<file path="config.mk">
export PLATFORM = sky130hd
export DESIGN_NAME = ndft_ram
export DESIGN_NICKNAME = d
export VERILOG_FILES = /design/src/rtl/ndft_ram.sv
export SDC_FILE = /design/constraint.sdc
export NUM_CORES = 1
export LEC_CHECK = 0
export BUFFER_PORTS_ARGS = -buffer_cell sky130_fd_sc_hd__buf_4
export CELL_PAD_IN_SITES_DETAIL_PLACEMENT = 0
export CELL_PAD_IN_SITES_GLOBAL_PLACEMENT = 1
export CORE_MARGIN = 2
export CORE_UTILIZATION = 55
export CTS_BUF_LIST = sky130_fd_sc_hd__clkbuf_8
export CTS_CLUSTER_SIZE = 8
export DETAILED_ROUTE_END_ITERATION = 8
export GPL_TIMING_DRIVEN = 1
export MAX_ROUTING_LAYER = met4
export PLACE_DENSITY_LB_ADDON = 0.1
export SYNTH_ARGS = -nofsm -noshare
export SYNTH_HDL_FRONTEND = slang
export SYNTH_SLANG_ARGS = --single-unit
</file>
<file path="constraint.sdc">
create_clock -name clk_i -period 3 [get_ports clk_i]
set_input_delay 0.9 -clock clk_i [delete_from_list [all_inputs] [get_ports clk_i]]
set_output_delay 0.9 -clock clk_i [all_outputs]
set_load 0.005 [all_outputs]
</file>
<file path="src/rtl/ndft_ram.sv">
// Generic simple dual-port RAM with registered read data.
// No dependencies.
module ndft_ram #(
  parameter int unsigned Width = 8,
  parameter int unsigned Depth = 16
) (
  input  logic                     clk_i,
  input  logic                     we_i,
  input  logic [$clog2(Depth)-1:0] waddr_i,
  input  logic [Width-1:0]         wdata_i,
  input  logic [$clog2(Depth)-1:0] raddr_i,
  output logic [Width-1:0]         rdata_o
);

  logic [Width-1:0] mem_q [Depth];
  logic [Width-1:0] rdata_q;

  always_ff @(posedge clk_i) begin
    if (we_i) begin
      mem_q[waddr_i] <= wdata_i;
    end
    rdata_q <= mem_q[raddr_i];
  end

  assign rdata_o = rdata_q;

endmodule

</file>
; ---- Yosys cells after proc, flatten, opt, wreduce, memory -nomap -nowiden
; Memories as Yosys holds them, arrays and structs flattened. A register that Yosys moved wholly into a read port is not among the register bits.
; Index checks and enable logic that the tools add are counted.
[word_totals]
output_inout_bits = 8
mem_bits_rw = 128
word_cells = 3
regBits = 0
mem_count = 1
[op_classes]
mux = 2
[mem_list]
columns = memory, words, word_bits, rd, rd_ports_with_merged_regs, write_ports, line
row1 = mem_q, 16, 8, 1, 1, 1, 15  ; logic [Width-1:0] mem_q [Depth];
[ops]
columns = op, count
row1 = $mux W1, 2

; ---- Longest topological paths before layout
[depth]
depth_word = 2
mapped_depth = 5

; ---- Worst setup path before layout
; OpenSTA, ideal clock, no wires.
[synth_path]
path_kind = input port to flip-flop
start = input waddr_i[2]
end = memory mem_q[0][0] (enable)
t_required_ps = 2617
slack_ps = 607
path_stages = 2
t_arrival_ps = 2010
cell_sequence = or3b_2 nor3_1
[synth_lines]
columns = item, line
row1 = start: declaration, 9  ; input logic [$clog2(Depth)-1:0] waddr_i,
row2 = end: declaration, 15
; No word-level cell before the write port.

==> flow_summary.yaml <==
clocking:
  h-tree-depth: 4
  ctsLongestPathBuffers: 2
  cts_sinks: 136
  cts_tree: "yes"
  cts_hold_buffers: 0
  ctsResizeCount: 0
  clk_latency_ns: 0.42
  clk_pin_slew_worst_paths_ns: 0.08
  cts_inserted_buffers: 17
  cts-root-buf: "clkbuf_8"
  cts_setup_buffers: 0
worst_setup_path:
  critPathKind: "primary input to flop"
  critPathCapture: "rdata_o[3]"
  setup.worst_path.end_class: "flop"
  r2r.worst_path.cells: 3
  regToRegSetupSlack_ns: 1.63
  required_ns: 3.31
  launch_point_of_the_worst_reg_to_reg_path: "mem_q[5][3]"
  start_kind: "primary input"
  worst-endpoint-arrival_ns: 2.35
  setup.worst_path.start: "raddr_i[0]"
  crit_path_max_fanout: 18
  timing.rr.end: "rdata_o[3]"
power:
  share_of_total_power_in_combinational_logic_pct: 5.1
  power_uw: 3940
  cellLeakagePower_uw: 0.00203
  p_int_uw: 3160
  clockPowerShare_pct: 40.8
  vdd_drop_max_mv: 0.302
  power_density_nw_per_um2: 659
  sw_frac_of_total_pct: 19.8
  power.net_switching_uw: 780
  pwr-share-seq_pct: 54.1
final_layout:
  finalInstanceArea_sq_um: 5990
  number_of_nets_in_the_finished_design: 300
  multi_input_comb_area_sq_um: 1060
  final_core_utilization_pct: 65.4
  layout-drive-gt1-share_pct: 31.5
  ff_latch_area_sq_um: 4000
  antennaDiodeCount: 0
  mostFrequentLayoutCell: "edfxtp_1"
  fillers: 601
  final_cell_mix: "edfxtp_1, buf_4, clkbuf_8, mux4_2, a22oi_1"
  areaGrowthSynthToFinish_pct: 16.3
placement:
  post_dp_cell_area_sq_um: 5540
  hpwl_mm: 6.02
  number_of_i_o_port_buffers: 25
  weighted_congestion_at_the_end_of_routability_driven_global_placement: 0.727
detailed_routing:
  dr_total_vias: 2400
  drtPass1Iterations: 4
  wire_length_reported_by_the_detailed_router_mm: 9.40
  detail_route.iter0.violations: 225
  viasPerCell: 5.91
  remaining_drcs: 0
  wl_per_cell_um: 23.2
  drtAntennaViolNets: 0
synthesis:
  yosys_warnings: 0
  synth_nets: 247
  postSynthRegisterBits: 136
  synth.lib_cells_used.distinct: 19
  syn-mean-instance-area_sq_um: 22.5
  synth-seq-area-share_pct: 77.8
  synth.cell_area_sq_um: 5150
  post_synth_inst_count: 229
global_routing:
  global_route_wire_length_before_repair_mm: 14.6
  grt.total_usage_pct: 21.5
  antenna_found_initial: 0
  grt_max_degree: 33
  grt_pass1_vias: 2419
  globalRoute.totalOverflow: 0
worst_hold_path:
  hold-path-cell-count: 3
  hp-class: "flop to flop"
sta:
  final.setup_skew_ns: 0.0155
  timing_worst_slew_pin_value_ns: 0.691
  final_worst_path_period_need_ns: 2.04
  final-setup-viol-count: 0
  worst_slew_margin_relative_to_its_limit_pct: 53.8
  setup-tns-final_ns: 0
  setup_repair_after_global_routing_missed_its_margin: "false"
  holdWs_ns: 0.668
  final-max-slew-violation-count: 0
  final_min_period_over_clock_period_pct: 68.0
  hold_viol_final: 0
  max_freq_mhz: 490
floorplan:
  die_h_um: 101
  floorplan.rows: 35
  core_sq_um: 9150
  ioPinCount: 26
  dieWidth_um: 101
  floorplan.die_area_sq_um: 10100
  initial_utilization_pct: 56.2
run:
  max_cap_violations: 0
outcome:
  outcome: "finished clean"
[state kept, by name (all words and copies together) (netlist names)]
name,count
mem_q,128
rdata_o,8
[critical path: stages]
cell	delay (ns)
buf_4	0.27
buf_12	0.23
mux4_1	0.63
a22oi_1	0.23
nand2_1	0.08
[kinds of logic after synthesis]
logic type             Yosys count  synth area share, %
AO/OA/AOI/OAI                   16                 2.33
multiplexers                    32                 15.0
buffers and inverters           10                 1.68
flip-flops                     136                 77.8
AND/OR/NAND/NOR                 35                 3.18
[power groups by stage]
stage | sequential (uW) | combinational, uW | clock (uW)
4_1_cts | 2130 | 206 | 1630
3_5_place_dp | 2180 | 205 | 0
3_3_place_gp | 2170 | 203 | 0
5_1_grt | 2140 | 222 | 1720
6_report | 2130 | 203 | 1610
2_1_floorplan | 2170 | 108 | 0
[worst min-delay path by stage]
stage	start	to	slack, ns
6_report	mem_q[15][3]	rdata_o[3]	0.67
5_1_grt	mem_q[8][3]	rdata_o[3]	0.70
4_1_cts	mem_q[8][2]	rdata_o[2]	0.68
3_5_place_dp	mem_q[15][3]	rdata_o[3]	0.66
3_3_place_gp	mem_q[15][7]	rdata_o[7]	0.66
2_1_floorplan	mem_q[7][0]	rdata_o[0]	0.63
[area by class of cell]
cell class,count,area share (%)
Clock buffer,19,4.37
Clock inverter,13,3.03
Multi-Input combinational cell,83,17.7
Sequential cell,136,66.9
Tap cell,111,2.32
Timing Repair Buffer,44,5.73
[cell usage after synthesis, drive strengths merged]
cell,instances,area share [%]
or3b,1,0.17
nand2b,2,0.24
and2b,1,0.15
nand3b,2,0.29
nor2b,1,0.12
buf,7,1.1
nand2,9,0.66
clkdlybuf4s25,3,0.58
mux4,32,15
nand3,1,0.097
dfxtp,8,3.1
nor3,4,0.39
and2,1,0.12
a22oi,16,2.3
edfxtp,128,75
nor2,13,0.95
[stage by stage]
stage,cells,worst slack (ns)
finish,406,0.960
global route,406,0.847
global placement,374,0.519
floorplan,229,0.607
detailed placement,374,0.527
CTS,406,0.944
[layer usage]
metal | part of all wire [%] | wire (um) | global-route usage [%] | up-vias
met5 | 0 | 0 | - | -
met1 | 43 | 4010 | 31.0 | 1231
met4 | 0.46 | 43 | 6.01 | 0
met3 | 6.9 | 651 | 5.55 | 4
met2 | 50 | 4700 | 31.0 | 86
li1 | - | - | - | 1079
Note: power is estimated with default switching activity, not from simulation.
