`config.mk`:
```
export PLATFORM = sky130hd
export DESIGN_NAME = ndft_eval
export DESIGN_NICKNAME = d
export VERILOG_FILES = /design/src/rtl/ndft_pkg.sv /design/src/rtl/ndft_eval.sv
export SDC_FILE = /design/constraint.sdc
export NUM_CORES = 2
export LEC_CHECK = 0
export ABC_CLOCK_PERIOD_IN_PS = 15100
export BUFFER_PORTS_ARGS = -buffer_cell sky130_fd_sc_hd__buf_4
export CORE_MARGIN = 3
export CORE_UTILIZATION = 50
export CTS_BUF_LIST = sky130_fd_sc_hd__clkbuf_4 sky130_fd_sc_hd__clkbuf_8 sky130_fd_sc_hd__clkbuf_16
export DETAILED_ROUTE_END_ITERATION = 8
export GPL_TIMING_DRIVEN = 0
export MAX_ROUTING_LAYER = met4
export PLACE_DENSITY_LB_ADDON = 0.3
export SLEW_MARGIN = 20
export SYNTH_ARGS = -nofsm -noshare
export SYNTH_HDL_FRONTEND = slang
export SYNTH_SLANG_ARGS = --single-unit
export TNS_END_PERCENT = 5
```
`constraint.sdc`:
```
create_clock -name clk_i -period 15.1 [get_ports clk_i]
set_input_delay 2.265 -clock clk_i [delete_from_list [all_inputs] [get_ports clk_i]]
set_output_delay 2.265 -clock clk_i [all_outputs]
set_load 0.02 [all_outputs]
```
`src/rtl/ndft_pkg.sv`:
```
// Shared types, sizes and constants for the direct nonuniform DFT engine.
// Used by ndft_eval and the top level; depends on nothing.
package ndft_pkg;

  localparam int unsigned MaxSources = 1024;
  localparam int unsigned AddrW      = $clog2(MaxSources);
  localparam int unsigned CntW       = AddrW + 1;
  localparam int unsigned CoordW     = 24;
  localparam int unsigned SampW      = 16;
  localparam int unsigned SrcW       = 3 * CoordW + 2 * SampW;
  localparam int unsigned AccW       = 48;
  localparam int unsigned MulW       = 33;
  localparam int unsigned ProdW      = 2 * MulW;
  localparam int unsigned TermW      = 33;
  localparam int unsigned TrigW      = 17;
  localparam int unsigned CfgIdxW    = 1;
  localparam int unsigned CfgW       = 2;

  typedef enum logic [1:0] {
    CMD_CLEAR = 2'd0,
    CMD_LOAD  = 2'd1,
    CMD_EVAL  = 2'd2,
    CMD_NONE  = 2'd3
  } cmd_e;

  localparam logic [CfgIdxW-1:0] RegInverse = 1'b0;
  localparam logic [CfgIdxW-1:0] RegNumDims = 1'b1;

  localparam logic signed [MulW-1:0] Sc11 = 33'sd3864;

  typedef struct packed {
    logic            go;
    logic            inverse;
    logic [1:0]      dims;
    logic [CntW-1:0] count;
    logic            dropped;
  } eval_cmd_t;

  function automatic logic signed [MulW-1:0] poly_coef(input logic [2:0] step);
    logic signed [MulW-1:0] c;
    unique case (step)
      3'd1:    c = 33'sd172272;
      3'd2:    c = 33'sd5026996;
      3'd3:    c = 33'sd85569307;
      3'd4:    c = 33'sd693598667;
      3'd5:    c = 33'sd1686629713;
      default: c = '0;
    endcase
    return c;
  endfunction

endpackage

```
`src/rtl/ndft_eval.sv`:
```
// Evaluate sequencer: walks the stored sources with one shared multiplier
// for dot product, sine/cosine polynomial and complex multiply-accumulate.
// Depends on ndft_pkg.
module ndft_eval import ndft_pkg::*; (
  input  logic                     clk_i,
  input  logic                     rst_ni,
  input  eval_cmd_t                cmd_i,
  input  logic signed [CoordW-1:0] dst_x_i,
  input  logic signed [CoordW-1:0] dst_y_i,
  input  logic signed [CoordW-1:0] dst_z_i,
  input  logic [SrcW-1:0]          src_i,
  output logic [AddrW-1:0]         raddr_o,
  output logic                     busy_o,
  output logic                     done_o,
  output logic signed [AccW-1:0]   sum_re_o,
  output logic signed [AccW-1:0]   sum_im_o,
  output logic                     saturated_o
);

  typedef enum logic [5:0] {
    ST_IDLE  = 6'b000001,
    ST_FETCH = 6'b000010,
    ST_DOT   = 6'b000100,
    ST_TRIG  = 6'b001000,
    ST_CPLX  = 6'b010000,
    ST_DONE  = 6'b100000
  } state_e;

  state_e state_q, state_d;
  logic [2:0]      step_q, step_d;
  logic [1:0]      d_q, d_d;
  logic            half_q, half_d;
  logic [CntW-1:0] k_q, k_d;

  logic [CntW-1:0] cnt_q, cnt_d;
  logic [1:0]      dims_q, dims_d;
  logic            inv_q, inv_d;
  logic            drop_q, drop_d;
  logic            sat_q, sat_d;
  logic [CoordW-1:0] dst_q [3];
  logic [CoordW-1:0] dst_d [3];
  logic [CoordW-1:0] dot_q, dot_d;
  logic [30:0]       x2_q, x2_d;
  logic signed [MulW-1:0]  p_q, p_d;
  logic [TrigW-1:0]        s0_q, s0_d, c0_q, c0_d;
  logic signed [TermW-1:0] t_q, t_d;
  logic signed [AccW-1:0]  acc_re_q, acc_re_d, acc_im_q, acc_im_d;

  logic signed [CoordW-1:0] src_c [3];
  logic signed [SampW-1:0]  smp_re, smp_im;
  logic [CoordW-1:0]        dot_n;
  logic [15:0]              phase;
  logic [30:0]              x_s, xa;
  logic signed [MulW-1:0]   p_cl;
  logic signed [MulW-1:0]   mul_a, mul_b;
  logic signed [ProdW-1:0]  prod;
  logic signed [MulW-1:0]   psh;
  logic [31:0]              rnd;
  logic [TrigW-1:0]         srnd;
  logic signed [TrigW-1:0]  cv, sv;
  logic signed [AccW:0]     acc_sum;
  logic signed [AccW-1:0]   acc_sel, acc_new;
  logic                     acc_ovf;

  assign src_c[0] = src_i[CoordW-1:0];
  assign src_c[1] = src_i[2*CoordW-1:CoordW];
  assign src_c[2] = src_i[3*CoordW-1:2*CoordW];
  assign smp_re   = src_i[3*CoordW+SampW-1:3*CoordW];
  assign smp_im   = src_i[SrcW-1:3*CoordW+SampW];

  assign dot_n = inv_q ? dot_q : (CoordW'(0) - dot_q);
  assign phase = dot_n[23:8];
  assign x_s   = {1'b0, phase[13:0], 16'b0};
  assign xa    = half_q ? (31'h4000_0000 - x_s) : x_s;
  assign p_cl  = p_q[MulW-1] ? '0 : p_q;

  always_comb begin
    unique case (phase[15:14])
      2'd0:    begin cv = c0_q;            sv = s0_q;            end
      2'd1:    begin cv = TrigW'(-s0_q);   sv = c0_q;            end
      2'd2:    begin cv = TrigW'(-c0_q);   sv = TrigW'(-s0_q);   end
      default: begin cv = s0_q;            sv = TrigW'(-c0_q);   end
    endcase
  end

  always_comb begin
    mul_a = '0;
    mul_b = '0;
    unique case (state_q)
      ST_DOT: begin
        mul_a = MulW'(src_c[d_q]);
        mul_b = MulW'($signed(dst_q[d_q]));
      end
      ST_TRIG: begin
        if (step_q == 3'd0) begin
          mul_a = {2'b0, xa};
          mul_b = {2'b0, xa};
        end else if (step_q == 3'd6) begin
          mul_a = p_cl;
          mul_b = {2'b0, xa};
        end else begin
          mul_a = p_q;
          mul_b = {2'b0, x2_q};
        end
      end
      ST_CPLX: begin
        unique case (step_q)
          3'd0:    begin mul_a = MulW'(smp_re); mul_b = MulW'(cv); end
          3'd1:    begin mul_a = MulW'(smp_im); mul_b = MulW'(sv); end
          3'd2:    begin mul_a = MulW'(smp_re); mul_b = MulW'(sv); end
          3'd3:    begin mul_a = MulW'(smp_im); mul_b = MulW'(cv); end
          default: begin mul_a = '0;            mul_b = '0;        end
        endcase
      end
      default: begin
        mul_a = '0;
        mul_b = '0;
      end
    endcase
  end

  assign prod = mul_a * mul_b;
  assign psh  = prod[62:30];
  assign rnd  = psh[31:0] + 32'd16384;
  assign srnd = (rnd[31:15] > 17'd32768) ? 17'd32768 : rnd[31:15];

  assign acc_sel = (step_q == 3'd2) ? acc_re_q : acc_im_q;
  assign acc_sum = {acc_sel[AccW-1], acc_sel} + (AccW+1)'(t_q);
  assign acc_ovf = acc_sum[AccW] != acc_sum[AccW-1];
  always_comb begin
    if (!acc_ovf) begin
      acc_new = acc_sum[AccW-1:0];
    end else if (acc_sum[AccW]) begin
      acc_new = {1'b1, {(AccW-1){1'b0}}};
    end else begin
      acc_new = {1'b0, {(AccW-1){1'b1}}};
    end
  end

  always_comb begin
    state_d  = state_q;
    step_d   = step_q;
    d_d      = d_q;
    half_d   = half_q;
    k_d      = k_q;
    cnt_d    = cnt_q;
    dims_d   = dims_q;
    inv_d    = inv_q;
    drop_d   = drop_q;
    sat_d    = sat_q;
    dst_d    = dst_q;
    dot_d    = dot_q;
    x2_d     = x2_q;
    p_d      = p_q;
    s0_d     = s0_q;
    c0_d     = c0_q;
    t_d      = t_q;
    acc_re_d = acc_re_q;
    acc_im_d = acc_im_q;
    unique case (state_q)
      ST_IDLE: begin
        if (cmd_i.go) begin
          cnt_d    = cmd_i.count;
          dims_d   = (cmd_i.dims == 2'd0) ? 2'd1 : cmd_i.dims;
          inv_d    = cmd_i.inverse;
          drop_d   = cmd_i.dropped;
          dst_d[0] = dst_x_i;
          dst_d[1] = dst_y_i;
          dst_d[2] = dst_z_i;
          sat_d    = 1'b0;
          acc_re_d = '0;
          acc_im_d = '0;
          k_d      = '0;
          d_d      = '0;
          dot_d    = '0;
          state_d  = (cmd_i.count == '0) ? ST_DONE : ST_FETCH;
        end
      end
      ST_FETCH: begin
        state_d = ST_DOT;
      end
      ST_DOT: begin
        dot_d = dot_q + prod[CoordW-1:0];
        if (d_q == dims_q - 2'd1) begin
          state_d = ST_TRIG;
          step_d  = '0;
          half_d  = 1'b0;
          p_d     = Sc11;
        end else begin
          d_d = d_q + 2'd1;
        end
      end
      ST_TRIG: begin
        if (step_q == 3'd0) begin
          x2_d   = psh[30:0];
          step_d = step_q + 3'd1;
        end else if (step_q == 3'd6) begin
          if (half_q) begin
            c0_d    = srnd;
            state_d = ST_CPLX;
            step_d  = '0;
          end else begin
            s0_d   = srnd;
            half_d = 1'b1;
            step_d = '0;
            p_d    = Sc11;
          end
        end else begin
          p_d    = poly_coef(step_q) - psh;
          step_d = step_q + 3'd1;
        end
      end
      ST_CPLX: begin
        step_d = step_q + 3'd1;
        unique case (step_q)
          3'd0: t_d = prod[TermW-1:0];
          3'd1: t_d = t_q - prod[TermW-1:0];
          3'd2: begin
            acc_re_d = acc_new;
            sat_d    = sat_q | acc_ovf;
            t_d      = prod[TermW-1:0];
          end
          3'd3: t_d = t_q + prod[TermW-1:0];
          default: begin
            acc_im_d = acc_new;
            sat_d    = sat_q | acc_ovf;
            k_d      = k_q + CntW'(1);
            d_d      = '0;
            dot_d    = '0;
            state_d  = (k_q + CntW'(1) == cnt_q) ? ST_DONE : ST_FETCH;
          end
        endcase
      end
      ST_DONE: begin
        state_d = ST_IDLE;
      end
      default: begin
        state_d = ST_IDLE;
      end
    endcase
  end

  always_ff @(posedge clk_i or negedge rst_ni) begin
    if (!rst_ni) begin
      state_q <= ST_IDLE;
      step_q  <= '0;
      d_q     <= '0;
      half_q  <= 1'b0;
      k_q     <= '0;
    end else begin
      state_q <= state_d;
      step_q  <= step_d;
      d_q     <= d_d;
      half_q  <= half_d;
      k_q     <= k_d;
    end
  end

  always_ff @(posedge clk_i) begin
    cnt_q    <= cnt_d;
    dims_q   <= dims_d;
    inv_q    <= inv_d;
    drop_q   <= drop_d;
    sat_q    <= sat_d;
    dst_q    <= dst_d;
    dot_q    <= dot_d;
    x2_q     <= x2_d;
    p_q      <= p_d;
    s0_q     <= s0_d;
    c0_q     <= c0_d;
    t_q      <= t_d;
    acc_re_q <= acc_re_d;
    acc_im_q <= acc_im_d;
  end

  assign raddr_o     = k_q[AddrW-1:0];
  assign busy_o      = state_q != ST_IDLE;
  assign done_o      = state_q == ST_DONE;
  assign sum_re_o    = acc_re_q;
  assign sum_im_o    = acc_im_q;
  assign saturated_o = sat_q | drop_q;

endmodule

```
Word level (Yosys, flattened, before mapping)
Cells that the tools add are included.

Add/sub/neg operators: 14. $mul: 1. Magnitude comparators: 2. Equality and inequality tests: 28. Muxes and demuxes: 68. Bitwise operators: 5. Reduce and logical (&&, ||, !) cells: 29.

Operator list (count): 2-to-1 mux 33 bit (9); one-hot mux 33 bit (3 select lines) (3); 2-to-1 mux 48 bit (6); one-hot mux 33 bit (2 select lines) (3); one-hot mux 48 bit (2 select lines) (2); 2-to-1 mux 24 bit (7); one-hot mux 31 bit (5 select lines) (1); one-hot mux 17 bit (3 select lines) (2); binary-select mux 24 bit (select 2 bit) (2); 2-to-1 mux 31 bit (3); one-hot mux 24 bit (3 select lines) (1); subtractor 33 bit (2); multiplier 33 x 33 -> 63 bit (1); adder 48 x 33 -> 49 bit (1); 2-to-1 mux 6 bit (8); negation 17 bit (2); adder 33 bit (1); adder 32 x 15 -> 32 bit, second input constant (1); 2-to-1 mux 32 bit (1); subtractor 31 x 30 -> 31 bit, first input constant (1); one-hot mux 6 bit (5 select lines) (1); adder 24 bit (1); subtractor 1 x 24 -> 24 bit, first input constant (1); 2-to-1 mux 11 bit (2); other kinds (46) (85).

Register bits after elaboration: 362. Output and inout port bits: 109. Logic and storage cells: 168.

Longest topological paths before layout
Depth after elaboration: 12. Gate-level depth with buffers: 57. Gate-level depth less buffers: 53.

Worst setup path before layout
No wires, ideal clock.

Path type: register -> register. Start point: register dot_q[1]. End point: register c0_q[1] (data pin). Library setup time: 0.157 ns. Arrival time: 12.833 ns. Data required time: 14.943 ns. Setup slack: 2.110 ns. Cell stages (with the launch flop): 49. Path buffers: 5. Cell sequence: edfxtp_1 > or4_1 > nor4bb_1 > clkbuf_1 > nand4_1 > o21ai_0 > xnor2_1 > clkbuf_1 > nand2_1 > xor2_1 > nand2_1 > o211ai_1 > a21oi_1 > a221oi_1 > clkbuf_1 > nor2_1 > fa_1 > fa_1 > [13 not listed] > a21bo_2 > o211a_1 > a21oi_2 > a21o_1 > a311oi_1 > ha_1 > inv_1 > a221oi_2 > nand4_1 > or4_1 > buf_2 > or2_0 > clkbuf_2 > a2111o_1 > a2111oi_4 > a211oi_1 > nor3_4 > a21boi_1.

Word-level cells in the longest chain between the ends: 11. Elaborated cells between the ends (all ways): 19.

Ends and longest elaborated chain: start, declared (RTL line ndft_eval.sv:42) `logic [CoordW-1:0] dot_q, dot_d;`; start signal, assigned (RTL line ndft_eval.sv:266) `dot_q <= dot_d;`; subtractor 1 x 24 -> 24 bit (*) (RTL line ndft_eval.sv:71) `assign dot_n = inv_q ? dot_q : (CoordW'(0) - dot_q);`; 2-to-1 mux 24 bit (*) (RTL line ndft_eval.sv:71); subtractor 31 x 30 -> 31 bit (RTL line ndft_eval.sv:74) `assign xa = half_q ? (31'h4000_0000 - x_s) : x_s;`; 2-to-1 mux 31 bit (RTL line ndft_eval.sv:74); 2-to-1 mux 31 bit (RTL line ndft_eval.sv:98) `end else if (step_q == 3'd6) begin`; 2-to-1 mux 31 bit (RTL line ndft_eval.sv:95) `if (step_q == 3'd0) begin`; one-hot mux 33 bit (3 select lines) (RTL line ndft_eval.sv:89) `unique case (state_q)`; multiplier 33 x 33 -> 63 bit (*) (RTL line ndft_eval.sv:122) `assign prod = mul_a * mul_b;`; named net prod[44] (RTL line ndft_eval.sv:56) `logic signed [ProdW-1:0] prod;`; adder 32 x 15 -> 32 bit (*) (RTL line ndft_eval.sv:124) `assign rnd = psh[31:0] + 32'd16384;`; > comparator 17 x 16 -> 1 bit (RTL line ndft_eval.sv:125) `assign srnd = (rnd[31:15] > 17'd32768) ? 17'd32768 : rnd[31:15];`; 2-to-1 mux 17 bit (*) (RTL line ndft_eval.sv:125); named net srnd[1] (RTL line ndft_eval.sv:59) `logic [TrigW-1:0] srnd;`; end signal, assigned (RTL line ndft_eval.sv:270) `c0_q <= c0_d;`; end, declared (RTL line ndft_eval.sv:45) `logic [TrigW-1:0] s0_q, s0_d, c0_q, c0_d;`.

The timed path passes the listed nets; every way through them passes the cells marked *. A chain may end at the register's enable or synchronous reset.

Worst setup path after layout
Start point: register d_q[1]. End point: register s0_q[3] (data pin).

Word-level cells in the longest chain between the ends: 9. Elaborated cells between the ends (all ways): 13.

Ends and longest elaborated chain: start, declared (RTL line ndft_eval.sv:31) `logic [1:0] d_q, d_d;`; start signal, assigned (RTL line ndft_eval.sv:247) `d_q <= '0;`; start signal, assigned (RTL line ndft_eval.sv:253) `d_q <= d_d;`; inverter 2 -> 3 bit (not written as such) (*) (RTL line ndft_eval.sv:91, ndft_eval.sv:92); binary-select mux 24 bit (select 2 bit) (on tied branches) (RTL line ndft_eval.sv:91, ndft_eval.sv:92); 2-to-1 mux 24 bit (on tied branches) (2 in a row) (RTL line ndft_eval.sv:91, ndft_eval.sv:92); one-hot mux 33 bit (3 select lines) (RTL line ndft_eval.sv:89); multiplier 33 x 33 -> 63 bit (*) (RTL line ndft_eval.sv:122); named net prod[44] (RTL line ndft_eval.sv:56); adder 32 x 15 -> 32 bit (*) (RTL line ndft_eval.sv:124); > comparator 17 x 16 -> 1 bit (RTL line ndft_eval.sv:125); 2-to-1 mux 17 bit (*) (RTL line ndft_eval.sv:125); named net srnd[3] (RTL line ndft_eval.sv:59); end signal, assigned (RTL line ndft_eval.sv:269) `s0_q <= s0_d;`; end, declared (RTL line ndft_eval.sv:45).

The timed path passes the listed nets; every way through them passes the cells marked *. The select of a mux whose other input is x is not followed.

==> reports/results.txt <==
Setup WS post-layout = 0.1484 ns
gr usage total = 43.41%
min-delay worst type = reg -> reg
initial antenna violation count = 17
Seq cells post-synth = 362
Initial Util = 50.51%
final WL = 272900 µm
Min Clock Period, post-route = 14.95 ns
Tightest Pin Transition = 1.379 ns
Post-DP Area = 68260 µm²
count of cell types in the netlist = 88
most common cell after layout, fill and taps aside = inv_1
fin area = 71100 µm²
Max Fclk = 0.06688 GHz
dpl cells = 8974
CP top delay family = adder cells
die area = 129500 µm²
Net Sw Power = 5.593 mW
worst-path fanout max = 10
worst-skew pair later-pin latency = 0.66 ns
post-route ant nets = 0
post-synth top area cell = fa_1
vias in the first global route = 54814
CP Buf/Inv Count = 12
total power = 10.10 mW
die height = 359.9 µm
P_leak = 32.90 nW
H-tree depth = 2
GRT overflow = 0
share of cells above drive strength 1 = 11.60%
Yosys top cell area share = 35.72%
routed length per placed instance = 29.97 µm
Clk pwr share = 11.2%
pre-CTS WS = -2.419 ns
biggest cell delay along the critical path = 0.86 ns
cells after synthesis = 6961
synthesis-to-finish area growth = 13.56%
critical path arrival = 15.43 ns
sequential cell area fraction in the yosys report = 17.18%
average cell area after synthesis = 8.994 µm²
HPWL after detailed placement = 227300 µm
FP Rows = 129
CORE AREA = 124000 µm²
final setup vio count = 0
Power Density = 142.1 nW/µm²
drt drc = 0
Crit path top cell by count = fa_1
most frequent cells in the layout = inv_1, fa_1, nor2_1, nand2_1, buf_4
CTS Buf Count = 45
Worst setup EP type = flop
critical path class = reg -> reg
max cap viols = 0
Synth Warn # = 0
largest net degree at the start of global routing = 52
Die X = 359.9 µm
clock root cell = clkbuf_16
DRT iter0 DRCs = 6055
Slew Viols, Final = 0
Int Pwr = 4.509 mW
Comb pwr share = 72.6%
drt pass-1 iters = 7
Tcrit/Tclk final = 99.02%
first-pass GRT wire length = 389900 µm
Post-Syn Area = 62610 µm²
Slew headroom = 8.040%
RePlAce Congestion = 1.063
Via density = 5.976
worst endpoint required time = 15.58 ns
slowest CP cell = clkbuf_1
Max rail drop VDD = 0.1548 mV
critical path launch point type = flop
Top FF cell, synth = edfxtp_1
# IOs = 303
CTS clk-pin slew, worst paths = 0.07 ns
vias = 54401
Max Root-Sink Buffers = 3
Final Non-Filler Cells = 9104
count of input and output buffers = 302
hold buffer count at cts = 0
outcome = finished clean
Fin Clk Skew = 0.05810 ns
Seq pwr share = 16.2%
clock sinks = 362
Async S/R FF share, synth = 6.354%
Area contributors post-synth = fa_1, edfxtp_1, inv_1
TritonCTS clock tree = done
endpoints failing hold = 0
switching share of power = 55.36%
final core utilization = 57.35%
EDFF count, synth = 339
nets = 9078
==> sequential cells by signal, summed over array words and instances, names as in the netlist <==
register	cells
dst_q	72
inv_q	1
sum_im_o	48
cnt_q	11
dot_q	24
k_q	11
half_q	1
step_q	3
c0_q	17
sum_re_o	48
x2_q	31
state_q	6
sat_q	1
drop_q	1
p_q	33
dims_q	2
t_q	33
s0_q	17
d_q	2
==> power groups by stage <==
stage	Combinational (mW)	Sequential, mW	Clock (mW)
after floorplan	4.09	1.67	0
final	7.33	1.64	1.14
after CTS	6.92	1.62	1.13
after global placement	6.53	1.67	0
after detailed placement	6.76	1.64	0
after global routing	7.70	1.65	1.18
==> cells in the mapped netlist (10+ instances only) <==
cell      instances
inv_1          1337
fa_1           1117
nor2_1          883
nand2_1         762
ha_1            356
edfxtp_1        339
a21oi_1         291
clkbuf_1        290
o21ai_0         246
xnor2_1         192
xor2_1          123
a21o_1           90
nor3_1           72
nand2b_1         57
mux2i_1          56
nand3_1          51
a221oi_1         44
o21a_1           41
a221o_1          40
and2_1           39
o21bai_1         39
or2_2            34
or3_1            33
a31oi_1          32
and3_1           29
nor2b_1          29
a22oi_1          27
a211oi_1         24
o31ai_1          23
dfrtp_1          22
nand4_1          18
buf_1            17
nor4_1           16
o211ai_1         16
o22ai_1          11
buf_4            10
o21ai_1          10
==> tightest hold or removal path, delay by kind of cell (launching register included) <==
family          cells  cell delay (ns)
simple gates        1             0.05
flops               1             0.37
compound gates      1             0.06
==> cell type report <==
cell class,count,area (µm²)
tap,1637,2048
clock inverter,27,292.8
clock buffer,55,1201
antenna,21,52.55
inverter,1341,5049
sequential,362,10760
multi-input combinational,4938,46750
timing repair buffer,414,3426
fill,11335,52860
buffer,309,1520
==> stage by stage <==
stage / hold WS, ns / TNS [ns]
CTS: 0.5189 / 0
finish: 0.5173 / 0
global route: 0.5915 / -0.3417
floorplan: 0.4692 / 0
global placement: 0.4908 / -283.59
detailed placement: 0.5027 / -111.53
==> layer usage <==
metal,up-vias,part of all wire [%],track usage [%]
met5,-,0,-
met4,0,6.5,21.24
met3,777,12,11.66
met2,3377,43,63.33
met1,27377,38,56.14
li1,22870,-,-
==> worst paths after layout <==
| check | startpoint | to | slack, ns | cells past startpoint |
|---|---|---|---|---|
| max in group asynchronous | rst_ni | step_q[0] | 13.25 | 1 |
| max | d_q[1] | s0_q[3] | 0.15 | 42 |
| max reg2reg | d_q[1] | s0_q[3] | 0.15 | 42 |
| min | k_q[10] | k_q[10] | 0.52 | 2 |
| min reg2reg | k_q[10] | k_q[10] | 0.52 | 2 |
| min in group asynchronous | rst_ni | k_q[6] | 1.52 | 1 |
==> repair_timing <==
item                       4_1_cts  5_1_grt
pin swaps                       10       25
resized for setup              150      216
buffers inserted                15       25
gates cloned                     0        1
setup endpoints to repair       66       47
==> kinds of logic after synthesis <==
logic type | count (synthesis) | share of synthesized area [%]
mux | 59 | 0.9852
buf+inv | 1663 | 10.04
other cells | 1 | 0.005990
fa+ha+maj | 1474 | 42.85
flops | 362 | 17.18
compound gates | 1024 | 10.61
simple gates | 2063 | 13.93
xor+xnor | 315 | 4.407
No activity file was read; power rests on OpenSTA's default activity.
